File: src/rtl/cau_pkg.sv
// Shared types and constants for the complex arithmetic unit.
package cau_pkg;

  localparam int DATA_WIDTH_DEF = 16;
  localparam int FRAC_BITS_DEF  = 12;
  localparam int OP_W           = 3;
  localparam int STATUS_W       = 2;

  typedef enum logic [OP_W-1:0] {
    OP_ADD   = 3'd0,
    OP_SUB   = 3'd1,
    OP_MUL   = 3'd2,
    OP_DIV   = 3'd3,
    OP_RECIP = 3'd4,
    OP_MAG   = 3'd5
  } op_t;

  typedef enum logic [STATUS_W-1:0] {
    ST_OK   = 2'd0,
    ST_SAT  = 2'd1,
    ST_DIVZ = 2'd2
  } status_t;

  typedef struct packed {
    logic is_div;
    logic divz;
    logic neg_re;
    logic neg_im;
    logic sat;
  } ctrl_t;

endpackage

File: src/rtl/cau_div_cell.sv
// One restoring division cell: resolves one quotient bit of both parts.
module cau_div_cell #(
  parameter int W     = cau_pkg::DATA_WIDTH_DEF,
  parameter int RW    = 45,
  parameter int DENW  = 32,
  parameter int QW    = 18,
  parameter int SHIFT = 0
) (
  input  logic             clk,
  input  logic             rst_n,
  input  logic             en,
  input  logic             vld_i,
  input  cau_pkg::ctrl_t   ctrl_i,
  input  logic [DENW-1:0]  den_i,
  input  logic [RW-1:0]    rre_i,
  input  logic [RW-1:0]    rim_i,
  input  logic [QW-1:0]    qre_i,
  input  logic [QW-1:0]    qim_i,
  input  logic [W-1:0]     pre_i,
  input  logic [W-1:0]     pim_i,
  output logic             vld_o,
  output cau_pkg::ctrl_t   ctrl_o,
  output logic [DENW-1:0]  den_o,
  output logic [RW-1:0]    rre_o,
  output logic [RW-1:0]    rim_o,
  output logic [QW-1:0]    qre_o,
  output logic [QW-1:0]    qim_o,
  output logic [W-1:0]     pre_o,
  output logic [W-1:0]     pim_o
);

  localparam int CW = (RW > DENW + SHIFT) ? RW : DENW + SHIFT;

  logic [CW-1:0] dsh, cre, cim;
  logic          ge_re, ge_im;
  logic          vld_r;

  assign dsh   = CW'(den_i) << SHIFT;
  assign cre   = CW'(rre_i);
  assign cim   = CW'(rim_i);
  assign ge_re = (cre >= dsh);
  assign ge_im = (cim >= dsh);

  always_ff @(posedge clk) begin
    if (!rst_n) begin
      vld_r <= 1'b0;
    end else if (en) begin
      vld_r <= vld_i;
    end
  end

  always_ff @(posedge clk) begin
    if (en) begin
      ctrl_o <= ctrl_i;
      den_o  <= den_i;
      rre_o  <= ge_re ? RW'(cre - dsh) : rre_i;
      rim_o  <= ge_im ? RW'(cim - dsh) : rim_i;
      qre_o  <= {qre_i[QW-2:0], ge_re};
      qim_o  <= {qim_i[QW-2:0], ge_im};
      pre_o  <= pre_i;
      pim_o  <= pim_i;
    end
  end

  assign vld_o = vld_r;

endmodule

File: config.mk
export PLATFORM = sky130hd
export DESIGN_NAME = cau_div_cell
export DESIGN_NICKNAME = d
export VERILOG_FILES = /design/src/rtl/cau_pkg.sv /design/src/rtl/cau_div_cell.sv
export SDC_FILE = /design/constraint.sdc
export NUM_CORES = 1
export LEC_CHECK = 0
export ABC_AREA = 1
export BUFFER_PORTS_ARGS = -buffer_cell sky130_fd_sc_hd__buf_4
export CORE_MARGIN = 4
export CORE_UTILIZATION = 35
export DETAILED_ROUTE_END_ITERATION = 16
export GPL_TIMING_DRIVEN = 0
export SLEW_MARGIN = 10
export SYNTH_ARGS = -nofsm -noshare
export SYNTH_HDL_FRONTEND = slang
export SYNTH_SLANG_ARGS = --single-unit
export TNS_END_PERCENT = 100
File: constraint.sdc
create_clock -name clk -period 2.2 [get_ports clk]
set_input_delay 0 -clock clk [delete_from_list [all_inputs] [get_ports clk]]
set_output_delay 0 -clock clk [all_outputs]
set_load 0.01 [all_outputs]
==> flow_summary.rst <==
.. list-table::
   :header-rows: 1

   * - Metric
     - Value
   * - Final period util
     - 97.7%
   * - Total length of routed wires
     - 58.2 mm
   * - Cts bufs inserted
     - 17
   * - Total placed instance area
     - 17900 µm²
   * - Fin. Hold Viols
     - 0
   * - Max Cap Violations
     - 0
   * - Total global routing track utilization
     - 25.8%
   * - Post-route design area
     - 21000 µm²
   * - Cell with the largest stage delay on the worst path
     - sky130_fd_sc_hd__dlygate4sd3_1
   * - Relative max-transition margin
     - 52.1%
   * - Vias after detailed routing
     - 14800
   * - Nets@finish
     - 2908
   * - Clock tree from TritonCTS
     - done
   * - Syn_nets
     - 2293
   * - PortBufs
     - 392
   * - Type of the most critical hold path
     - in -> reg
   * - GPL Wtd Cong
     - 0.998
   * - Critical Path Sink Type
     - flop
   * - Std cell rows
     - 73
   * - Global-route wire length before repair
     - 86.1 mm
   * - Slowest cell delay on critical path
     - 560 ps
   * - Cell family contributing the most delay on the critical path
     - buffers and inverters
   * - Total number of H-tree levels
     - 4
   * - Combined area of all synthesized cells
     - 14300 µm²
   * - Clock network latency to the later pin of the worst-skew pair
     - 480 ps
   * - Initial antenna violation count
     - 4
   * - Seq cells post-synth
     - 196
   * - Total setup violations reported at the end of the flow
     - 0
   * - Most used cell along the critical path
     - sky130_fd_sc_hd__nand2_1
   * - Crit path buf inv count
     - 4
   * - Placeable core area
     - 40000 µm²
   * - Worst-path fanout max
     - 10
   * - Largest net degree at the start of global routing
     - 112
   * - Distinct cells, synth
     - 29
   * - Count of boundary I/O pins
     - 395
   * - Starting DRT DRC Count
     - 1048
   * - Clock Path Buffers
     - 2
   * - Status
     - finished clean
   * - Startpoint types
     - input pin
   * - Min Clock Period, post-route
     - 2150 ps
   * - Part of the Yosys area used for sequential elements
     - 41.2%
   * - Remaining routing DRC violations
     - 0
   * - Final slew viol count
     - 0
   * - Static leakage
     - 0.0106 µW
   * - Worst-case clock skew
     - 0 ps
   * - Die Span X
     - 210 µm
   * - Worst path arrival time
     - 2370 ps
   * - Synthesis warning total
     - 0
   * - Initial cell density of the core
     - 35.6%
   * - Remaining global-route overflow
     - 0
   * - Number of global-route vias before repair
     - 14500
   * - Clock tree root driver cell
     - sky130_fd_sc_hd__clkbuf_16
   * - Layout cell share with drive strength beyond 1
     - 22.0%
   * - Worst vdd rail ir drop
     - 0.000623 V
   * - Class of the most critical setup path
     - in -> reg
   * - Fin worst setup slack
     - 50.3 ps
   * - Synthesis-to-layout area growth
     - 47.2%
   * - Worst-margin pin slew
     - 718 ps
   * - Power Density
     - 559 nW/µm²
   * - F_max
     - 465 MHz
   * - Via count normalized by instance count
     - 4.64
   * - Post-route setup TNS
     - 0 ps
   * - Number of cells produced by synthesis
     - 2028
   * - Mean instance size in the synthesized netlist
     - 7.03 µm²
   * - Final HPWL DP
     - 47.5 mm
   * - Antenna violation net count after detailed routing
     - 0
   * - Vert. Die Dim
     - 210 µm
   * - Pre-Repair DR Iteration Count
     - 7
   * - CP Cell Sequence
     - dlygate4sd3_1 -> buf_4 -> ha_1 -> nand2_1 -> nor2_2 -> nand2_1 -> nor3_2 -> nand2_1 -> nand3_2 -> nor2_4 -> buf_4 -> buf_6 -> nand2_1 -> nand2_1
   * - Clock transition at the register clock pins on the worst setup and hold paths after CTS
     - 70 ps
   * - Post-place setup slack
     - -335 ps
   * - Clock sink total
     - 196
   * - Total power of the final layout
     - 11700 µW
   * - Area of the die
     - 44000 µm²
   * - Crit path required time
     - 2420 ps
   * - Average detailed-routed wire length per instance
     - 18.3 µm
## cell type report
| class | instances | area, µm² |
|---|---|---|
| well taps | 525 | 657 |
| inverters | 424 | 1590 |
| clock buffers | 17 | 425 |
| plain buffers | 14 | 158 |
| fillers | 3880 | 19000 |
| multi-input cells | 1394 | 7090 |
| flip-flops and latches | 196 | 5880 |
| clock inverters | 15 | 174 |
| diodes | 1 | 2.50 |
| repair buffers | 596 | 5020 |
## cells by family (layout without fill, tap and decap cells)
kind of cell               Yosys count  after routing  synth area share, %
DFF                                196            196                 41.2
other                                0              1                    0
adders and majority gates           66             66                 5.90
buffers and inverters              438           1066                 12.3
AOI/OAI and AO/OA                   62             62                 2.86
xor gates and xnor gates            42             42                 2.58
and+or+nand+nor                   1224           1224                 35.2
## per-stage QoR
stage	utilization, %	cells	hold slack [ps]
CTS	51.1	3174	57.0
floorplan	-	2028	93.5
global route	52.5	3182	114
global placement	44.6	2945	178
finish	52.5	3182	107
detailed placement	44.7	2946	180
## report_power, final
group | total, µW | internal [µW] | leakage [µW] | switching, µW
clock network | 3250 | 1700 | 0.000296 | 1550
logic | 3750 | 1610 | 0.00840 | 2140
registers | 4720 | 4600 | 0.00192 | 124
total | 11700 | 7910 | 0.0106 | 3820
## timing repair
item	in CTS	in global routing
setup buffers	0	7
hold endpoints to repair	203	0
gates resized for setup	0	84
hold buffers	196	0
endpoints found under the setup margin	0	89
## state kept, by name, summed over array words and instances, names as in the netlist
register and count:
ctrl_o 5, pim_o 16, den_o 32, vld_o 1
rre_o 45, rim_o 45, qre_o 18, qim_o 18
pre_o 16
## layout by cell type, fill, tap and decap left out, types with 3 or more instances in the layout
cell / synthesis / layout
sky130_fd_sc_hd__o21ai_0: 5 / 5
sky130_fd_sc_hd__ha_4: 0 / 22
sky130_fd_sc_hd__and2_1: 9 / 9
sky130_fd_sc_hd__nand3_2: 1 / 7
sky130_fd_sc_hd__nor2_4: 4 / 13
sky130_fd_sc_hd__nor2_1: 145 / 131
sky130_fd_sc_hd__nor2_2: 13 / 18
sky130_fd_sc_hd__nor3_2: 3 / 4
sky130_fd_sc_hd__clkbuf_16: 0 / 17
sky130_fd_sc_hd__nand2_2: 12 / 30
sky130_fd_sc_hd__nand2_1: 885 / 867
sky130_fd_sc_hd__buf_6: 14 / 14
sky130_fd_sc_hd__clkinv_4: 0 / 4
sky130_fd_sc_hd__inv_1: 414 / 412
sky130_fd_sc_hd__xor2_1: 40 / 40
sky130_fd_sc_hd__nand4_1: 29 / 29
sky130_fd_sc_hd__edfxtp_1: 195 / 195
sky130_fd_sc_hd__a21oi_1: 31 / 30
sky130_fd_sc_hd__nand3_1: 101 / 95
sky130_fd_sc_hd__a21oi_2: 24 / 24
sky130_fd_sc_hd__ha_1: 64 / 40
sky130_fd_sc_hd__inv_6: 0 / 3
sky130_fd_sc_hd__buf_4: 0 / 396
sky130_fd_sc_hd__nor3_1: 15 / 14
sky130_fd_sc_hd__inv_2: 7 / 9
sky130_fd_sc_hd__nand2_4: 4 / 4
sky130_fd_sc_hd__clkinv_1: 3 / 4
sky130_fd_sc_hd__dlygate4sd3_1: 0 / 196
## cells in the mapped netlist
cell,count,area (µm²)
sky130_fd_sc_hd__nor3_2,3,30.0
sky130_fd_sc_hd__nor2_1,145,544
sky130_fd_sc_hd__clkinv_1,3,11.3
sky130_fd_sc_hd__xor2_1,40,350
sky130_fd_sc_hd__xnor2_1,2,17.5
sky130_fd_sc_hd__ha_1,64,801
sky130_fd_sc_hd__nand4_1,29,181
sky130_fd_sc_hd__fa_1,2,40.0
sky130_fd_sc_hd__o21ai_0,5,25.0
sky130_fd_sc_hd__buf_6,14,158
sky130_fd_sc_hd__and2_1,9,56.3
sky130_fd_sc_hd__a21oi_1,31,155
sky130_fd_sc_hd__nor4_4,2,42.5
sky130_fd_sc_hd__nand2_4,4,45.0
sky130_fd_sc_hd__nor4_1,1,6.26
sky130_fd_sc_hd__nor2_2,13,81.3
sky130_fd_sc_hd__nand2_2,12,75.1
sky130_fd_sc_hd__inv_2,7,26.3
sky130_fd_sc_hd__inv_1,414,1550
sky130_fd_sc_hd__edfxtp_1,195,5860
sky130_fd_sc_hd__a21boi_2,1,11.3
sky130_fd_sc_hd__nand3_2,1,10.0
sky130_fd_sc_hd__nor2_4,4,45.0
sky130_fd_sc_hd__a21oi_2,24,210
sky130_fd_sc_hd__nand2_1,885,3320
sky130_fd_sc_hd__dfxtp_1,1,20.0
sky130_fd_sc_hd__nand3_1,101,505
sky130_fd_sc_hd__nor3_1,15,75.1
sky130_fd_sc_hd__a31oi_1,1,6.26
## metal layers
metal  routed length, µm  track usage, %  up-vias  part of all wire (%)
met5                  34               0        -                 0.058
met4                1360            7.38        6                   2.3
met3                3890            5.93       67                   6.7
met2               28000            44.3      473                    48
met1               24900            32.7     6768                    43
li1                    -               -     7440                     -
## worst register-to-register path: cells and delay by family, from the launching register on
kind,cells,cell delay [ps]
AOI/OAI and AO/OA,2,220
DFF,1,310
buffers and inverters,1,590
## final timing paths
path	cells after the start	slack, ps	from	end
worst max register to register	3	970	vld_o$_SDFFE_PN0P_	vld_o$_SDFFE_PN0P_
worst min register to register	3	1120	vld_o$_SDFFE_PN0P_	vld_o$_SDFFE_PN0P_
worst max-delay path	14	50	rre_i[13]	rre_o[13]$_DFFE_PP_
worst min-delay path	5	110	den_i[1]	rre_o[1]$_DFFE_PP_
(Power assumes the default switching activity.)
