**src/rtl/cau_pkg.sv**
```systemverilog
// Shared types and constants for the complex arithmetic unit.
package cau_pkg;

  localparam int DATA_WIDTH_DEF = 16;
  localparam int FRAC_BITS_DEF  = 12;
  localparam int OP_W           = 3;
  localparam int STATUS_W       = 2;

  typedef enum logic [OP_W-1:0] {
    OP_ADD   = 3'd0,
    OP_SUB   = 3'd1,
    OP_MUL   = 3'd2,
    OP_DIV   = 3'd3,
    OP_RECIP = 3'd4,
    OP_MAG   = 3'd5
  } op_t;

  typedef enum logic [STATUS_W-1:0] {
    ST_OK   = 2'd0,
    ST_SAT  = 2'd1,
    ST_DIVZ = 2'd2
  } status_t;

  typedef struct packed {
    logic is_div;
    logic divz;
    logic neg_re;
    logic neg_im;
    logic sat;
  } ctrl_t;

endpackage

```
**src/rtl/cau_front.sv**
```systemverilog
// Operand selection, product stage and sum stage feeding the divider cells.
module cau_front #(
  parameter int W = cau_pkg::DATA_WIDTH_DEF,
  parameter int F = cau_pkg::FRAC_BITS_DEF,
  localparam int OW   = (W > F + 2) ? W : F + 2,
  localparam int PW   = 2 * OW,
  localparam int SW   = PW + 1,
  localparam int DENW = 2 * W,
  localparam int RW   = SW + F
) (
  input  logic                       clk,
  input  logic                       rst_n,
  input  logic                       en,
  input  logic                       vld_i,
  input  logic [cau_pkg::OP_W-1:0]   op_i,
  input  logic signed [W-1:0]        x_re,
  input  logic signed [W-1:0]        x_im,
  input  logic signed [W-1:0]        y_re,
  input  logic signed [W-1:0]        y_im,
  output logic                       vld_o,
  output cau_pkg::ctrl_t             ctrl_o,
  output logic [DENW-1:0]            den_o,
  output logic [RW-1:0]              rre_o,
  output logic [RW-1:0]              rim_o,
  output logic [W-1:0]               pre_o,
  output logic [W-1:0]               pim_o
);

  localparam logic [OW-1:0] ONE_U = OW'(1) << F;
  localparam logic signed [SW-1:0] MAXP = SW'((64'sd1 <<< (W - 1)) - 64'sd1);
  localparam logic signed [SW-1:0] MINP = -MAXP - SW'(1);

  logic signed [OW-1:0] xr, xi, yr, yi, one;
  logic signed [OW-1:0] a0, a1, a2, a3, b0, b1, b2, b3;
  logic signed [W-1:0]  dr, di;
  logic                 re_sub, im_sub, is_div;

  logic                 vld_a_r;
  logic signed [PW-1:0] p0_r, p1_r, p2_r, p3_r;
  logic signed [PW-1:0] p0_nxt, p1_nxt, p2_nxt, p3_nxt;
  logic [DENW-1:0]      sq0_r, sq1_r;
  logic                 re_sub_r, im_sub_r, is_div_r;

  logic signed [SW-1:0] vre, vim, shre, shim;
  logic [SW-1:0]        mre, mim;
  logic [DENW-1:0]      den;
  logic [W-1:0]         pre, pim;
  logic                 fre, fim;
  cau_pkg::ctrl_t       ctrl;

  logic                 vld_b_r;
  cau_pkg::ctrl_t       ctrl_r;
  logic [DENW-1:0]      den_r;
  logic [RW-1:0]        rre_r, rim_r;
  logic [W-1:0]         pre_r, pim_r;

  assign xr  = OW'(x_re);
  assign xi  = OW'(x_im);
  assign yr  = OW'(y_re);
  assign yi  = OW'(y_im);
  assign one = signed'(ONE_U);

  always_comb begin
    a0 = '0; a1 = '0; a2 = '0; a3 = '0;
    b0 = '0; b1 = '0; b2 = '0; b3 = '0;
    dr = '0; di = '0;
    re_sub = 1'b0;
    im_sub = 1'b0;
    is_div = 1'b0;
    unique case (cau_pkg::op_t'(op_i)) inside
      cau_pkg::OP_ADD, cau_pkg::OP_SUB: begin
        a0 = xr; b0 = one; a1 = yr; b1 = one;
        a2 = xi; b2 = one; a3 = yi; b3 = one;
        re_sub = (cau_pkg::op_t'(op_i) == cau_pkg::OP_SUB);
        im_sub = (cau_pkg::op_t'(op_i) == cau_pkg::OP_SUB);
      end
      cau_pkg::OP_MUL: begin
        a0 = xr; b0 = yr; a1 = xi; b1 = yi;
        a2 = xr; b2 = yi; a3 = xi; b3 = yr;
        re_sub = 1'b1;
      end
      cau_pkg::OP_DIV: begin
        a0 = xr; b0 = yr; a1 = xi; b1 = yi;
        a2 = xi; b2 = yr; a3 = xr; b3 = yi;
        im_sub = 1'b1;
        is_div = 1'b1;
        dr = y_re; di = y_im;
      end
      cau_pkg::OP_RECIP: begin
        a0 = one; b0 = xr; a3 = one; b3 = xi;
        im_sub = 1'b1;
        is_div = 1'b1;
        dr = x_re; di = x_im;
      end
      cau_pkg::OP_MAG: begin
        a0 = xr; b0 = xr; a1 = xi; b1 = xi;
      end
      default: begin
      end
    endcase
  end

  assign p0_nxt = PW'(a0) * PW'(b0);
  assign p1_nxt = PW'(a1) * PW'(b1);
  assign p2_nxt = PW'(a2) * PW'(b2);
  assign p3_nxt = PW'(a3) * PW'(b3);

  always_comb begin
    vre  = re_sub_r ? (SW'(p0_r) - SW'(p1_r)) : (SW'(p0_r) + SW'(p1_r));
    vim  = im_sub_r ? (SW'(p2_r) - SW'(p3_r)) : (SW'(p2_r) + SW'(p3_r));
    den  = sq0_r + sq1_r;
    mre  = vre[SW-1] ? SW'(-vre) : SW'(vre);
    mim  = vim[SW-1] ? SW'(-vim) : SW'(vim);
    shre = vre >>> F;
    shim = vim >>> F;
    fre  = 1'b0;
    fim  = 1'b0;
    pre  = shre[W-1:0];
    pim  = shim[W-1:0];
    if (shre > MAXP) begin
      pre = MAXP[W-1:0];
      fre = 1'b1;
    end else if (shre < MINP) begin
      pre = MINP[W-1:0];
      fre = 1'b1;
    end
    if (shim > MAXP) begin
      pim = MAXP[W-1:0];
      fim = 1'b1;
    end else if (shim < MINP) begin
      pim = MINP[W-1:0];
      fim = 1'b1;
    end
    ctrl.is_div = is_div_r;
    ctrl.divz   = is_div_r && (den == '0);
    ctrl.neg_re = vre[SW-1];
    ctrl.neg_im = vim[SW-1];
    ctrl.sat    = fre | fim;
  end

  always_ff @(posedge clk) begin
    if (!rst_n) begin
      vld_a_r <= 1'b0;
      vld_b_r <= 1'b0;
    end else if (en) begin
      vld_a_r <= vld_i;
      vld_b_r <= vld_a_r;
    end
  end

  always_ff @(posedge clk) begin
    if (en) begin
      p0_r     <= p0_nxt;
      p1_r     <= p1_nxt;
      p2_r     <= p2_nxt;
      p3_r     <= p3_nxt;
      sq0_r    <= DENW'(dr) * DENW'(dr);
      sq1_r    <= DENW'(di) * DENW'(di);
      re_sub_r <= re_sub;
      im_sub_r <= im_sub;
      is_div_r <= is_div;
      ctrl_r   <= ctrl;
      den_r    <= den;
      rre_r    <= RW'(mre) << F;
      rim_r    <= RW'(mim) << F;
      pre_r    <= pre;
      pim_r    <= pim;
    end
  end

  assign vld_o  = vld_b_r;
  assign ctrl_o = ctrl_r;
  assign den_o  = den_r;
  assign rre_o  = rre_r;
  assign rim_o  = rim_r;
  assign pre_o  = pre_r;
  assign pim_o  = pim_r;

endmodule

```
**config.mk**
```make
export PLATFORM = sky130hd
export DESIGN_NAME = cau_front
export DESIGN_NICKNAME = d
export VERILOG_FILES = /design/src/rtl/cau_pkg.sv /design/src/rtl/cau_front.sv
export SDC_FILE = /design/constraint.sdc
export NUM_CORES = 2
export LEC_CHECK = 0
export ABC_AREA = 1
export BUFFER_PORTS_ARGS = -buffer_cell sky130_fd_sc_hd__buf_2
export CORE_MARGIN = 4
export CORE_UTILIZATION = 55
export CTS_BUF_LIST = sky130_fd_sc_hd__clkbuf_16
export DETAILED_ROUTE_END_ITERATION = 10
export PLACE_DENSITY = 0.76
export SLEW_MARGIN = 20
export SYNTH_ARGS = -nofsm -noshare
export SYNTH_HDL_FRONTEND = slang
export SYNTH_SLANG_ARGS = --single-unit
```
**constraint.sdc**
```tcl
create_clock -name clk -period 10.1 [get_ports clk]
set_clock_uncertainty 0.1 [all_clocks]
set_input_delay 0.505 -clock clk [delete_from_list [all_inputs] [get_ports clk]]
set_output_delay 0.505 -clock clk [all_outputs]
set_load 0.02 [all_outputs]
```
==> metrics.md <==
| Metric | Value |
|---|---|
| GR Util All Layers | `29.7%` |
| Buf/Inv on CP | `9` |
| Cell row count | `140` |
| Fin crit share | `79.6%` |
| Detail Route Antenna Nets | `0` |
| CP max FO | `17` |
| Cell mode on critical path | `fa_1` |
| Hold Worst Slack | `53.6 ps` |
| DP HPWL | `191 mm` |
| Vias in the first global route | `67900` |
| Worst setup EP type | `flop` |
| Asr flop ratio synth | `0%` |
| Max Fclk | `0.124 GHz` |
| Initial Util | `55.3%` |
| Yosys reg bits | `330` |
| DR vias | `64400` |
| Initial DRC Count | `5446` |
| First-pass GRT wire length | `360 mm` |
| Number of hold buffers added after cts | `0` |
| Routed len/inst | `18.5 µm` |
| CTS tree | `built` |
| Synth warn | `0` |
| CTS max path bufs | `3` |
| Worst setup SP type | `input port` |
| Unrepaired setup endpoints after global routing | `false` |
| Required time worst endpoint | `10360 ps` |
| Die area | `153000 µm²` |
| Post-layout min period | `8040 ps` |
| Core area | `146000 µm²` |
| Met3 usage | `6.63%` |
| Final hold viol count | `0` |
| GR Util met1 | `40.4%` |
| Final setup viols | `0` |
| Slowest cell on crit path | `fa_1` |
| CTS root buf | `clkbuf_16` |
| R2r setup slk | `4740 ps` |
| DRC | `0` |
| Drt total wl | `222 mm` |
| Via/cell ratio | `5.35` |
| Syn Area/Cell | `8.14 µm²` |
| Hold Path Class | `input port to flop` |
| Area growth syn-to-layout | `6.01%` |
| EDFF count, synth | `328` |
| Ys flop type | `edfxtp_1` |
| Worst-path clk slew | `60 ps` |
| Gate Count Post-Synth | `9888` |
| Met2 usage | `47.6%` |
| Slew Viols, Final | `0` |
| CP max stage delay | `920 ps` |
| Max Cap Viol | `0` |
| GRT Residual Overflow | `0` |
| Critical setup path kind | `input port to flop` |
| Die outline width | `391 µm` |
| PD cells | `203 nW/µm²` |
| Post-CTS Setup Inserts | `0` |
| # fillers | `12900` |
| Final nets | `12300` |
| CTS H-tree lvls | `2` |
| Crit path DAT | `8300 ps` |
| Layout cells sized above 1 | `6.17%` |
| Status | `finished clean` |
| Total clock sinks | `330` |
| Worst IR Drop VDD | `0.000234 V` |
| Initial antenna violation count | `5` |
| DP Area | `84000 µm²` |
| Pin count of the biggest net entering global routing | `112` |
| Io pins | `231` |
| Fin area | `85300 µm²` |
| Skew-Pair Late Insertion Delay | `610 ps` |
| Drt first pass iters | `8` |
| Mapped Area | `80500 µm²` |
| Slew HR | `22.5%` |
| Seq/Total Area, Yosys | `12.3%` |
| Post-CTS Resized | `0` |
| I/O Buffers | `206` |
| Cell family with the largest share of critical-path delay | `adder cells` |
| Number of CTS-inserted buffers | `40` |
| Static Leak | `47.3 nW` |
| Worst-margin pin slew | `1160 ps` |
| Count of cell types in the netlist | `62` |
| GPL Wtd Cong | `1.01` |
| TNS Setup | `0 ps` |
| Die Span Y | `391 µm` |
| Most Crowded Layer GR | `met2` |
[registers in the layout, summed over array words and instances (netlist names)]
signal / cells
vld_a_r: 1
p3_r: 32
pre_o: 16
p0_r: 32
rim_o: 33
den_o: 32
rre_o: 33
is_div_r: 1
im_sub_r: 1
re_sub_r: 1
pim_o: 16
p1_r: 32
sq0_r: 31
sq1_r: 31
ctrl_o: 5
vld_o: 1
p2_r: 32
[routing by layer]
layer	wire (µm)	part of all wire [%]
met5	45	0.020
met4	8150	3.7
met3	21100	9.5
met2	101000	45
met1	92100	41
[cells in the final DEF (no fill, tap or decap), drive strengths merged, types with 2 or more instances in the layout]
| cell type | netlist | routed |
|---|---|---|
| a211oi | 9 | 9 |
| a21boi | 9 | 9 |
| a21o | 28 | 28 |
| a21oi | 297 | 297 |
| a22oi | 8 | 8 |
| a31o | 2 | 2 |
| a31oi | 34 | 34 |
| and2 | 2 | 2 |
| buf | 85 | 315 |
| bufinv | 0 | 4 |
| clkbuf | 103 | 41 |
| clkinv | 19 | 34 |
| conb | 1 | 24 |
| dfxtp | 2 | 2 |
| diode | 0 | 2 |
| edfxtp | 328 | 328 |
| fa | 1529 | 1529 |
| ha | 589 | 589 |
| inv | 2799 | 2810 |
| nand2 | 2077 | 2077 |
| nand3 | 198 | 198 |
| nand3b | 20 | 20 |
| nand4 | 79 | 79 |
| nor2 | 885 | 885 |
| nor3 | 62 | 62 |
| nor4 | 27 | 27 |
| o2111ai | 9 | 9 |
| o211ai | 12 | 12 |
| o21a | 18 | 18 |
| o21ai | 220 | 220 |
| o21bai | 24 | 24 |
| o221ai | 4 | 4 |
| o22ai | 64 | 64 |
| or2 | 14 | 14 |
| xnor2 | 107 | 107 |
| xor2 | 220 | 220 |
[where the power goes]
group	switching (W)	internal, W	leakage, nW	total, W
combinational	0.00886	0.00413	43.4	0.0130
sequential	0.000286	0.00257	3.21	0.00286
clock	0.000630	0.000857	0.667	0.00149
total	0.00977	0.00757	47.3	0.0173
[area by class of cell]
class | instances | area, µm² | share of cell area (%)
clock inverter | 31 | 318 | 0.372
timing repair buffer | 315 | 1860 | 2.18
tap | 1917 | 2400 | 2.81
inverter | 2818 | 10600 | 12.4
multi-input combinational | 6575 | 59300 | 69.4
sequential | 330 | 9890 | 11.6
clock buffer | 41 | 1030 | 1.20
antenna | 2 | 5.00 | 0.00586
[worst reg2reg max path, cell delays in order, from the launching register on]
cell,delay (ps)
edfxtp_1,500
inv_1,120
nand2_1,70
nor2_1,100
inv_1,50
nor2_1,130
nand3_1,150
nor4_2,220
nand2_1,80
nand2_1,120
nand2_1,110
a21oi_1,250
o21ai_0,180
xnor2_1,250
ha_1,330
inv_1,110
o21bai_1,100
nor2_1,140
nand2_1,80
a21oi_2,160
nand2_2,100
a21oi_2,150
nand3b_4,150
nand2_4,190
inv_4,340
nand2_4,130
inv_2,420
o21ai_0,220
[Yosys cell counts, types with 9 or more instances]
master     number  area, µm²
clkbuf_1      103        387
o21bai_1       24        180
nand3_1       186        931
a21oi_1       284       1420
nand2_1      2027       7610
o21ai_2        19        166
o21ai_1        53        265
nor2_1        843       3160
inv_2          40        150
a211oi_1        9       67.6
a21o_1         28        210
or2_2          10       62.6
nand3b_1       19        143
nand4_1        79        494
o22ai_1        42        263
nor4_1         24        150
a21oi_2        13        114
nor3_2         10        100
nor2_2         34        213
fa_1         1529      30600
a31oi_1        34        213
nor3_1         51        255
xnor2_1       107        937
inv_1        2758      10400
nand3_2        12        120
o21ai_0       147        736
o2111ai_1       9       78.8
nand2_2        43        269
o21a_1         18        135
xor2_1        216       1890
clkinv_1       19       71.3
ha_1          589       7370
o211ai_1       12       90.1
buf_4          28        210
o22ai_2        22        275
buf_2          49        245
edfxtp_1      328       9850
[cells by family (layout without fill, tap and decap cells)]
family | Yosys count | count (layout) | share of synthesized area [%]
compound gates | 740 | 740 | 5.50
xor+xnor | 327 | 327 | 3.59
fa+ha+maj | 2118 | 2118 | 47.2
buf+inv | 3006 | 3205 | 14.3
flops | 330 | 330 | 12.3
other cells | 1 | 26 | 0.00466
simple gates | 3366 | 3366 | 17.2
[per-stage QoR]
step	setup slack, ps	std cells	utilization, %	total power [W]
after floorplan	3150	9911	-	0.0121
after CTS	2250	12000	58.6	0.0173
after detailed placement	1650	12000	57.7	0.0157
after global placement	1830	12000	57.7	0.0155
final	2060	12000	58.6	0.0173
after global routing	1560	12000	58.6	0.0191
[path summary, 6_finish.rpt]
check                             from                      to  cells past startpoint
hold reg to reg   vld_a_r$_SDFFE_PN0P_      vld_o$_SDFFE_PN0P_                      2
setup / recovery               op_i[2]      p1_r[28]$_DFFE_PP_                     27
hold / removal                   vld_i    vld_a_r$_SDFFE_PN0P_                      3
setup reg to reg     p3_r[0]$_DFFE_PP_  pim_o[0]$_SDFFCE_PP1P_                     27
No activity file was read; power rests on OpenSTA's default activity.
