**config.mk**
```make
export PLATFORM = sky130hd
export DESIGN_NAME = cau_back
export DESIGN_NICKNAME = d
export VERILOG_FILES = /design/src/rtl/cau_pkg.sv /design/src/rtl/cau_back.sv
export SDC_FILE = /design/constraint.sdc
export NUM_CORES = 1
export LEC_CHECK = 0
export BUFFER_PORTS_ARGS = -buffer_cell sky130_fd_sc_hd__buf_2
export CAP_MARGIN = 25
export CORE_MARGIN = 10
export CORE_UTILIZATION = 43
export CTS_CLUSTER_DIAMETER = 50
export CTS_CLUSTER_SIZE = 30
export DETAILED_ROUTE_END_ITERATION = 8
export GPL_ROUTABILITY_DRIVEN = 1
export PLACE_DENSITY = 0.82
export SLEW_MARGIN = 10
export SYNTH_ARGS = -nofsm -noshare
export SYNTH_HDL_FRONTEND = slang
export SYNTH_SLANG_ARGS = --single-unit
```
**constraint.sdc**
```tcl
create_clock -name clk -period 1.9 [get_ports clk]
set_input_delay 0.19 -clock clk [delete_from_list [all_inputs] [get_ports clk]]
set_output_delay 0.19 -clock clk [all_outputs]
set_load 0.005 [all_outputs]
```
**src/rtl/cau_pkg.sv**
```systemverilog
// Shared types and constants for the complex arithmetic unit.
package cau_pkg;

  localparam int DATA_WIDTH_DEF = 16;
  localparam int FRAC_BITS_DEF  = 12;
  localparam int OP_W           = 3;
  localparam int STATUS_W       = 2;

  typedef enum logic [OP_W-1:0] {
    OP_ADD   = 3'd0,
    OP_SUB   = 3'd1,
    OP_MUL   = 3'd2,
    OP_DIV   = 3'd3,
    OP_RECIP = 3'd4,
    OP_MAG   = 3'd5
  } op_t;

  typedef enum logic [STATUS_W-1:0] {
    ST_OK   = 2'd0,
    ST_SAT  = 2'd1,
    ST_DIVZ = 2'd2
  } status_t;

  typedef struct packed {
    logic is_div;
    logic divz;
    logic neg_re;
    logic neg_im;
    logic sat;
  } ctrl_t;

endpackage

```
**src/rtl/cau_back.sv**
```systemverilog
// Final saturation, status encoding and the output word register.
module cau_back #(
  parameter int W  = cau_pkg::DATA_WIDTH_DEF,
  parameter int QW = 18
) (
  input  logic                          clk,
  input  logic                          rst_n,
  input  logic                          en,
  input  logic                          vld_i,
  input  cau_pkg::ctrl_t                ctrl_i,
  input  logic [QW-1:0]                 qre_i,
  input  logic [QW-1:0]                 qim_i,
  input  logic [W-1:0]                  pre_i,
  input  logic [W-1:0]                  pim_i,
  output logic                          out_valid,
  output logic signed [W-1:0]           out_res_re,
  output logic signed [W-1:0]           out_res_im,
  output logic [cau_pkg::STATUS_W-1:0]  out_status
);

  localparam logic [QW-1:0] MAXQ = QW'((64'd1 << (W - 1)) - 64'd1);
  localparam logic [W-1:0]  MAXW = MAXQ[W-1:0];
  localparam logic [W-1:0]  MINW = ~MAXW;

  logic [W-1:0]     dre, dim, rre, rim;
  logic             fre, fim;
  cau_pkg::status_t st;
  logic             out_valid_r;
  logic [W-1:0]     res_re_r, res_im_r;
  cau_pkg::status_t status_r;

  always_comb begin
    fre = 1'b0;
    fim = 1'b0;
    if (ctrl_i.neg_re) begin
      dre = W'(-qre_i);
      if (qre_i > MAXQ + QW'(1)) begin
        dre = MINW;
        fre = 1'b1;
      end
    end else begin
      dre = qre_i[W-1:0];
      if (qre_i > MAXQ) begin
        dre = MAXW;
        fre = 1'b1;
      end
    end
    if (ctrl_i.neg_im) begin
      dim = W'(-qim_i);
      if (qim_i > MAXQ + QW'(1)) begin
        dim = MINW;
        fim = 1'b1;
      end
    end else begin
      dim = qim_i[W-1:0];
      if (qim_i > MAXQ) begin
        dim = MAXW;
        fim = 1'b1;
      end
    end
    if (!ctrl_i.is_div) begin
      rre = pre_i;
      rim = pim_i;
      st  = ctrl_i.sat ? cau_pkg::ST_SAT : cau_pkg::ST_OK;
    end else if (ctrl_i.divz) begin
      rre = '0;
      rim = '0;
      st  = cau_pkg::ST_DIVZ;
    end else begin
      rre = dre;
      rim = dim;
      st  = (fre | fim) ? cau_pkg::ST_SAT : cau_pkg::ST_OK;
    end
  end

  always_ff @(posedge clk) begin
    if (!rst_n) begin
      out_valid_r <= 1'b0;
    end else if (en) begin
      out_valid_r <= vld_i;
    end
  end

  always_ff @(posedge clk) begin
    if (en) begin
      res_re_r <= rre;
      res_im_r <= rim;
      status_r <= st;
    end
  end

  assign out_valid  = out_valid_r;
  assign out_res_re = signed'(res_re_r);
  assign out_res_im = signed'(res_im_r);
  assign out_status = status_r;

endmodule
```
==> results of run 1 <==
## worst max path at each step
stage,slack [ps],cells after the start,from,endpoint
2_1_floorplan,10,8,qim_i[0],out_res_im[9]
3_3_place_gp,-60,9,qim_i[0],out_res_im[10]
3_5_place_dp,-130,8,qim_i[0],out_res_im[14]
4_1_cts,140,8,qim_i[0],out_res_im[14]
5_1_grt,30,8,qim_i[0],out_res_im[14]
6_report,120,8,qim_i[0],out_res_im[14]
## through the flow
stage / total power [W] / cells / instance area (um^2) / hold WS [ps] / setup TNS, ps
detailed placement: 0.00144 / 465 / 3340 / 420 / -1620
CTS: 0.00196 / 473 / 3420 / 106 / 0
finish: 0.00196 / 473 / 3420 / 113 / 0
floorplan: 0.00116 / 258 / 2470 / 302 / 0
global route: 0.00206 / 473 / 3420 / 126 / 0
global placement: 0.00143 / 465 / 3340 / 397 / -673
## flip-flops by register name, summed over array words and instances (netlist names)
| signal | count |
|---|---|
| out_res_im | 16 |
| out_res_re | 16 |
| out_status | 2 |
| out_valid | 1 |
## critical path: cells and delay by family
| family | cells | cell delay (ps) |
|---|---|---|
| adder cells (fa/ha/maj) | 1 | 170 |
| buffers and inverters | 2 | 160 |
| AND/OR/NAND/NOR | 3 | 950 |
| XOR/XNOR | 1 | 150 |
| AO/OA/AOI/OAI | 1 | 260 |
## logic make-up after synthesis
group / Yosys count / synth area share (%)
XOR/XNOR: 6 / 2.13
adder cells (fa/ha/maj): 2 / 1.01
flip-flops: 35 / 42.2
AO/OA/AOI/OAI: 100 / 30.0
AND/OR/NAND/NOR: 90 / 19.8
multiplexers: 2 / 0.811
buffers and inverters: 23 / 4.11
## cell type report
type,count,area (um^2)
repair buffers,149,841
inverters,9,33.8
clock inverters,2,12.5
well taps,72,90.1
flip-flops and latches,35,1040
multi-input cells,200,1330
clock buffers,6,72.6
fillers,516,2120
## cells in the final DEF (no fill, tap or decap), types with 2 or more instances in the layout
master	instances
a22o_1	3
nand3_1	4
a31oi_1	2
buf_2	111
inv_1	9
nor2b_1	2
o22ai_1	9
and2_1	2
clkbuf_8	5
ha_1	2
xnor2_1	5
o21ai_0	16
nor3b_1	2
a21o_1	3
a21oi_1	18
nor4_2	2
or4_4	2
buf_4	38
nand4_1	3
o31ai_1	4
edfxtp_1	34
and3_1	2
o211ai_1	2
nor3_1	11
o311ai_0	3
o211a_1	2
o2bb2ai_1	23
mux2i_1	2
nand4b_1	2
nor4_1	7
or3_1	5
nand2_1	18
o221ai_1	3
nor2_1	21
or4_1	3
## power breakdown
group	internal, W	leakage [nW]	total, W	switching (W)
Clock	0.000256	0.0412	0.000530	0.000274
Sequential	0.000929	0.338	0.000945	0.0000166
Combinational	0.000223	1.03	0.000487	0.000264
## layer usage
| metal | vias up | global-route usage (%) |
|---|---|---|
| li1 | 1329 | - |
| met1 | 1264 | 23.7 |
| met2 | 136 | 27.8 |
| met3 | 16 | 4.90 |
| met4 | 0 | 4.91 |
| met5 | - | 0 |
==> results.json, run 1 <==
{
  "fin_worst_skew_ps": 0,
  "cp-end-kind": "register",
  "r2r_start": "out_valid",
  "die_area_um2": 9170,
  "cts_tree": "done",
  "reg2reg_slack_ps": 1300,
  "clockRootBuffer": "clkbuf_8",
  "slew_headroom_pct": 68.2,
  "drc": 0,
  "fin_crit_sh_pct": 93.8,
  "synth.cell_area_um2": 2470,
  "finalCriticalPeriod_ps": 1780,
  "vias": 2745,
  "dpl.hpwl_mm": 6.87,
  "detail-route-antenna-nets": 0,
  "synth_commonest_cells": "edfxtp_1, o2bb2ai_1, nor2_1, a21oi_1, nand2_1",
  "status": "completed",
  "hp-start": "rst_n",
  "wire_per_inst_um": 18.3,
  "synthCells": 258,
  "rsz0062_at_grt": "no",
  "path_cells": "buf_2 -> inv_1 -> ha_1 -> or4b_4 -> nor4_2 -> nand2_1 -> xnor2_1 -> o31ai_1",
  "synth-edff-count": 34,
  "worst_ep_required_time_ps": 2000,
  "fp.dieW_um": 95.8,
  "routed.top_layer": "met4",
  "synth_fp_nets": 337,
  "worstRegToRegCells": 2,
  "wl_met3_um": 821,
  "drv_slew": 0,
  "hold_viol": 0,
  "cpPeakStageDelay_ps": 520,
  "htreeDepth": 2,
  "crit_type": "in -> reg",
  "cts_buffers": 5,
  "grt_util_all_layers_pct": 17.8,
  "drt-initial-drc-count": 252,
  "synth_seq_cells": 35,
  "m1WireLength_mm": 3.63,
  "startpoint_type": "primary input",
  "worst_slew_pin_slew_ps": 473,
  "critPathMaxFanout": 4,
  "peakVddDrop_v": 0.000325,
  "yosysMostFrequentCell": "edfxtp_1",
  "clock_path_buffers": 2,
  "core-area_um2": 5540,
  "fin_ws_ps": 119,
  "start_util_pct": 44.6,
  "cts_setup_buffers": 0,
  "syn-mean-instance-area_um2": 9.57,
  "synthToLayoutAreaGrowth_pct": 38.7,
  "yosys.area.top_type_share_pct": 41.4,
  "overflow": 0,
  "max_cap_viol_count": 0,
  "power_density_nw_per_um2": 573,
  "yosys_warnings": 0,
  "cp_data_arrival_time_ps": 1880,
  "post_cts_resized": 0,
  "hold_depth": 2,
  "grt_antenna_before_repair": 0,
  "yosysTopAreaCell": "edfxtp_1",
  "drive_above_1_share_pct": 41.1,
  "hold_end": "out_valid",
  "grt_pass1_vias": 2597,
  "finalSetupViolations": 0,
  "hp-class": "in -> reg",
  "synthArstFlopShare_pct": 0,
  "ys.flop_type": "edfxtp_1",
  "dp_slack_ps": -132,
  "timing.rr.end": "out_valid",
  "final_nets": 479,
  "fmax_mhz": 561,
  "synth_area_leaders": "edfxtp_1, o2bb2ai_1, a21oi_1, o21ai_0, nor2_1",
  "floorplan.rows": 27,
  "boundaryPins": 112,
  "gp_congestion": 1.04,
  "ctsHoldBuffers": 0,
  "wl_mm": 8.64,
  "met2_length_mm": 4.06,
  "synth-seq-area-share_pct": 42.2,
  "io_buffer_count": 111,
  "clock_latency_ps": 290,
  "p_leak_nw": 1.41,
  "antenna_cells": 0,
  "synth_cell_type_count": 52,
  "path_clk_slew_ps": 70,
  "clock-sinks": 35,
  "die_height_um": 95.8,
  "grt_pass1_wl_mm": 13.1,
  "grt_max_degree": 36,
  "dr.pass1.iters": 5,
  "via_per_inst": 5.80,
  "fin_util_pct": 61.8,
  "cp_slowest_cell": "or4b_4"
}
(Power assumes the default switching activity.)
==> run 2: changes to the inputs <==
Settings changed: ABC_AREA set to 1, CORE_UTILIZATION 43 to 44.
==> run 2 against run 1 <==
- clock power shrank 6.8%
- largest power group unchanged
- sequential share of layout area rose by 0.72 points
- final area fell by 2.3%
- setup slack gained 460 ps
- highest routed layer unchanged
- largest cell class unchanged
==> results.json, run 2 <==
{
  "status": "completed",
  "yosys_warnings": 0,
  "dr.pass1.iters": 5,
  "final_nets": 579,
  "detail-route-antenna-nets": 0,
  "synth_area_leaders": "edfxtp_1, nand2_1, nor2_1, inv_1, o21ai_0",
  "peakVddDrop_v": 0.000433,
  "final_cell_mix": "nand2_1, buf_2, nor2_1, inv_1, edfxtp_1",
  "hold_viol": 0,
  "yosysMostFrequentCell": "nand2_1",
  "slew_headroom_pct": 49.2,
  "synthToLayoutAreaGrowth_pct": 26.3,
  "clock-sinks": 35,
  "use_met3_pct": 2.92,
  "wl_mm": 8.27,
  "fp.dieW_um": 97.6,
  "synth.cell_area_um2": 2650,
  "drv_slew": 0,
  "gp_congestion": 0.947,
  "ys.flop_type": "edfxtp_1",
  "start_util_pct": 45.0,
  "die_area_um2": 9520,
  "grt_pass1_wl_mm": 13.1,
  "clock_latency_ps": 280,
  "synth-edff-count": 34,
  "max_cap_viol_count": 0,
  "crit_type": "in -> reg",
  "synth_commonest_cells": "nand2_1, nor2_1, inv_1, edfxtp_1, o21ai_0",
  "overflow": 0,
  "fin_setup_tns_ps": 0,
  "dpl.hpwl_mm": 6.82,
  "vias": 2827,
  "critPathMaxFanout": 5,
  "boundaryPins": 112,
  "clockRootBuffer": "clkbuf_8",
  "yosysTopAreaCell": "edfxtp_1",
  "final_common_cell": "nand2_1",
  "top_usage_layer": "met2",
  "drt-initial-drc-count": 241,
  "grt_max_degree": 37,
  "hp-class": "in -> reg",
  "synthArstFlopShare_pct": 0,
  "die_height_um": 97.6,
  "synth_cell_type_count": 27,
  "grt_util_all_layers_pct": 16.3,
  "floorplan.rows": 28,
  "p_total_w": 0.00190,
  "antenna_cells": 0,
  "power_density_nw_per_um2": 567,
  "via_per_inst": 4.91,
  "finalCriticalPeriod_ps": 1320,
  "cts_setup_buffers": 0,
  "worst_slew_pin_slew_ps": 762,
  "wire_per_inst_um": 14.4,
  "cp-end-kind": "register",
  "path_clk_slew_ps": 70,
  "fin_worst_skew_ps": 0,
  "synth_seq_cells": 35,
  "finalSetupViolations": 0,
  "worst_ep_required_time_ps": 1940,
  "synthCells": 389,
  "grt_pass1_vias": 2656,
  "rsz0062_at_grt": "no",
  "io_buffer_count": 111,
  "drive_above_1_share_pct": 27.7,
  "cts_buffers": 5,
  "synth-seq-area-share_pct": 39.3,
  "synth_fp_nets": 468,
  "cp_data_arrival_time_ps": 1370,
  "fin_crit_sh_pct": 69.7,
  "drc": 0,
  "ctsHoldBuffers": 0,
  "startpoint_type": "primary input",
  "grt_util_met2_pct": 26.6,
  "syn-mean-instance-area_um2": 6.81,
  "core-area_um2": 5890,
  "grt_antenna_before_repair": 0,
  "cts_tree": "done",
  "p_leak_nw": 1.74,
  "clock_path_buffers": 2,
  "post_cts_resized": 0,
  "grtUsageMet1_pct": 20.9,
  "yosys.area.top_type_share_pct": 38.5,
  "fmax_mhz": 755,
  "htreeDepth": 2
}
run 2: changes by cell type after synthesis, sizes merged, moves of 13 or more:
| cell | before | now |
|---|---|---|
| nand2 | 18 | 163 |
| nor2 | 22 | 50 |
| inv | 9 | 43 |
| o2bb2ai | 23 | 0 |
| o21ai | 16 | 29 |
| a21oi | 18 | 4 |
| nand3 | 4 | 22 |
run 2: final cells by class:
cell class	instances	area, um^2
fillers	578	2540
clock inverters	1	5.00
well taps	75	93.8
repair buffers	112	563
flip-flops and latches	35	1040
clock buffers	7	76.3
multi-input cells	302	1400
inverters	44	166
run 2: metrics by stage:
| stage | hold WS (ps) | utilization, % | worst slack [ps] | instance area, um^2 | std cells |
|---|---|---|---|---|---|
| after floorplan | 283 | - | 590 | 2650 | 389 |
| after global placement | 428 | 55.4 | 382 | 3260 | 568 |
| after detailed placement | 442 | 55.4 | 292 | 3260 | 568 |
| after CTS | 144 | 56.8 | 579 | 3340 | 576 |
| after global routing | 171 | 56.8 | 417 | 3340 | 576 |
| final | 146 | 56.8 | 575 | 3340 | 576 |
run 2: kinds of logic (layout without fill, tap and decap cells):
kind of cell / after synthesis / after routing / synth area share (%)
AND/OR/NAND/NOR: 250 / 250 / 40.7
XOR/XNOR: 5 / 5 / 1.65
AO/OA/AOI/OAI: 45 / 45 / 9.49
buffers and inverters: 52 / 164 / 7.89
adder cells (fa/ha/maj): 2 / 2 / 0.945
flip-flops: 35 / 35 / 39.3
run 2: metal layers:
metal / vias to the layer above / wire length [um] / share of wire (%)
met4: 0 / 149 / 1.8
li1: 1475 / - / -
met2: 109 / 3850 / 47
met5: - / 0 / 0
met3: 11 / 606 / 7.3
met1: 1232 / 3660 / 44
run 2: final timing paths:
path                            slack (ps)       from  cells past startpoint              to
worst max-delay path                   580   qim_i[1]                     10  out_res_im[15]
worst min-delay path                   150      vld_i                      3       out_valid
worst max register to register        1220  out_valid                      2       out_valid
worst min register to register         570  out_valid                      2       out_valid
run 2: where the power goes:
part | internal (W) | leakage, nW | switching [W]
Sequential | 0.000929 | 0.337 | 0.0000151
Combinational | 0.000183 | 1.36 | 0.000275
Clock | 0.000257 | 0.0422 | 0.000238
run 2: worst max-delay path, stage by stage:
cell     delay [ps]
buf_2            90
inv_1            80
ha_1            220
nand2_2         110
nor2_4          160
nand3_2         110
nand2_1         170
nand3_1         120
nand2_1          70
nand2_1          40
==> run 3: changes to the inputs <==
Settings changed: CORE_UTILIZATION 44 to 49, PLACE_DENSITY 0.82 to 0.87.
Clock period 1.9 ns to 1.3 ns, I/O delays scaled along.
==> run 3 against run 2 <==
- final area rose by 9.5%
- clock power increased by 130%
- total power up 74%
- critical path depth shrank 1
- sequential power grew 46%
- final cell count rose by 4.7%
- core utilization increased by 14 points
- critical path type unchanged
- critical endpoint is now out_res_re[0]
==> results.json, run 3 (synthesis results as in run 2) <==
{
  "status": "completed",
  "die_height_um": 93.5,
  "cts_setup_buffers": 0,
  "fp.dieW_um": 93.5,
  "wl_mm": 8.86,
  "cpPeakStageDelay_ps": 230,
  "fin_cells": 603,
  "final_nets": 611,
  "clockRootBuffer": "clkbuf_8",
  "r2r_start": "out_valid",
  "final_cell_mix": "nand2_1, buf_2, nor2_1, inv_1, edfxtp_1",
  "vias": 3053,
  "dpl.hpwl_mm": 7.30,
  "gp_congestion": 1.01,
  "cp_slowest_cell": "o21ai_0",
  "holdWs_ps": 97.0,
  "final_common_cell": "nand2_1",
  "dr.pass1.iters": 5,
  "htreeDepth": 2,
  "peakVddDrop_v": 0.000778,
  "worst_slew_pin_slew_ps": 339,
  "clock-sinks": 35,
  "placed_cells": 595,
  "drive_above_1_share_pct": 33.2,
  "critPathMaxFanout": 4,
  "detail-route-antenna-nets": 0,
  "overflow": 0,
  "timing.rr.end": "out_valid",
  "finalSetupViolations": 0,
  "cp_data_arrival_time_ps": 1290,
  "core-area_um2": 5170,
  "synthToLayoutAreaGrowth_pct": 38.3,
  "max_cap_viol_count": 0,
  "hp-class": "in -> reg",
  "fin_worst_skew_ps": 0,
  "worst_ep_required_time_ps": 1390,
  "cts_buffers": 5,
  "path_buf_inv": 2,
  "grt_antenna_before_repair": 0,
  "hold_depth": 3,
  "grt_pass1_vias": 2914,
  "fin_crit_sh_pct": 91.9,
  "p_leak_nw": 1.92,
  "dp_slack_ps": -207,
  "power_density_nw_per_um2": 899,
  "floorplan.rows": 26,
  "start_util_pct": 51.2,
  "hold_end": "out_valid",
  "clock_latency_ps": 280,
  "via_per_inst": 5.06,
  "io_buffer_count": 111,
  "die_area_um2": 8750,
  "rsz0062_at_grt": "no",
  "drt-initial-drc-count": 229,
  "fmax_mhz": 837,
  "hold_viol": 0,
  "crit_family": "simple AND/OR/NAND/NOR gates",
  "finalCriticalPeriod_ps": 1190,
  "grt_pass1_wl_mm": 14.0,
  "slew_headroom_pct": 77.3,
  "cp-end-kind": "register",
  "crit_type": "in -> reg",
  "worstRegToRegCells": 2,
  "wire_per_inst_um": 14.7,
  "boundaryPins": 112,
  "path_cells": "buf_2 -> inv_1 -> ha_1 -> nand2_2 -> nor2_4 -> nand3_2 -> nand3_2 -> nand2_2 -> o21ai_0",
  "cts_tree": "done",
  "fin_ws_ps": 106,
  "drv_slew": 0,
  "drc": 0,
  "grt_max_degree": 37,
  "startpoint_type": "primary input",
  "path_clk_slew_ps": 70,
  "grt_util_all_layers_pct": 19.6,
  "reg2reg_slack_ps": 640,
  "antenna_cells": 0,
  "clock_path_buffers": 2,
  "hp-start": "vld_i"
}
-- run 3: cell types whose count changed in the layout (fill, tap and decap cells not counted), moves of 2 or more --
cell       delta
clkbuf_1      -2
nand2_1       -2
buf_4        +31
bufinv_16     +2
nand2_2       +2
-- run 3: worst max-delay path by stage --
stage | start | end | slack (ps) | cells after the start
floorplan | qim_i[1] | out_status[0] | 50 | 9
global placement | qim_i[1] | out_status[0] | -130 | 10
detailed placement | qre_i[1] | out_res_re[15] | -210 | 10
CTS | qim_i[1] | out_res_im[14] | 80 | 11
global route | qre_i[1] | out_res_re[10] | 5 | 11
finish | qre_i[1] | out_res_re[0] | 110 | 9
-- run 3: power breakdown --
part | total, W | internal [W] | switching, W
combinational | 0.000761 | 0.000333 | 0.000428
sequential | 0.00138 | 0.00136 | 0.0000262
clock | 0.00115 | 0.000764 | 0.000385
total | 0.00329 | 0.00245 | 0.000839
-- run 3: cell type report --
class / instances / area (um^2)
fill: 431 / 1510
multi-input combinational: 302 / 1410
sequential: 35 / 1040
timing repair buffer: 144 / 816
inverter: 44 / 169
tap: 70 / 87.6
clock buffer: 5 / 68.8
clock inverter: 3 / 67.6
-- run 3: worst reg2reg max path, delay by kind of cell, from the launching register on --
kind / cells / cell delay (ps)
compound gates: 2 / 230
flops: 1 / 320
-- run 3: layer usage --
| layer | part of all wire [%] | vias up | GRT usage, % |
|---|---|---|---|
| met3 | 8.4 | 18 | 4.08 |
| li1 | - | 1534 | - |
| met5 | 0 | - | 0 |
| met2 | 49 | 144 | 33.3 |
| met1 | 40 | 1357 | 24.1 |
| met4 | 2.0 | 0 | 6.04 |
-- run 3: what timing repair did --
item	CTS	global route
hold endpoints to repair	0	0
gates resized for setup	0	7
hold buffers	0	0
setup endpoints to repair	0	14
-- run 3: stage by stage --
stage / util, % / TNS [ps] / area (um^2) / power [W]
2_1_floorplan: - / 0 / 2650 / 0.00173
3_3_place_gp: 67.9 / -1900 / 3510 / 0.00213
3_5_place_dp: 67.9 / -4060 / 3510 / 0.00215
4_1_cts: 70.5 / 0 / 3650 / 0.00329
5_1_grt: 70.8 / 0 / 3660 / 0.00345
6_report: 70.8 / 0 / 3660 / 0.00329
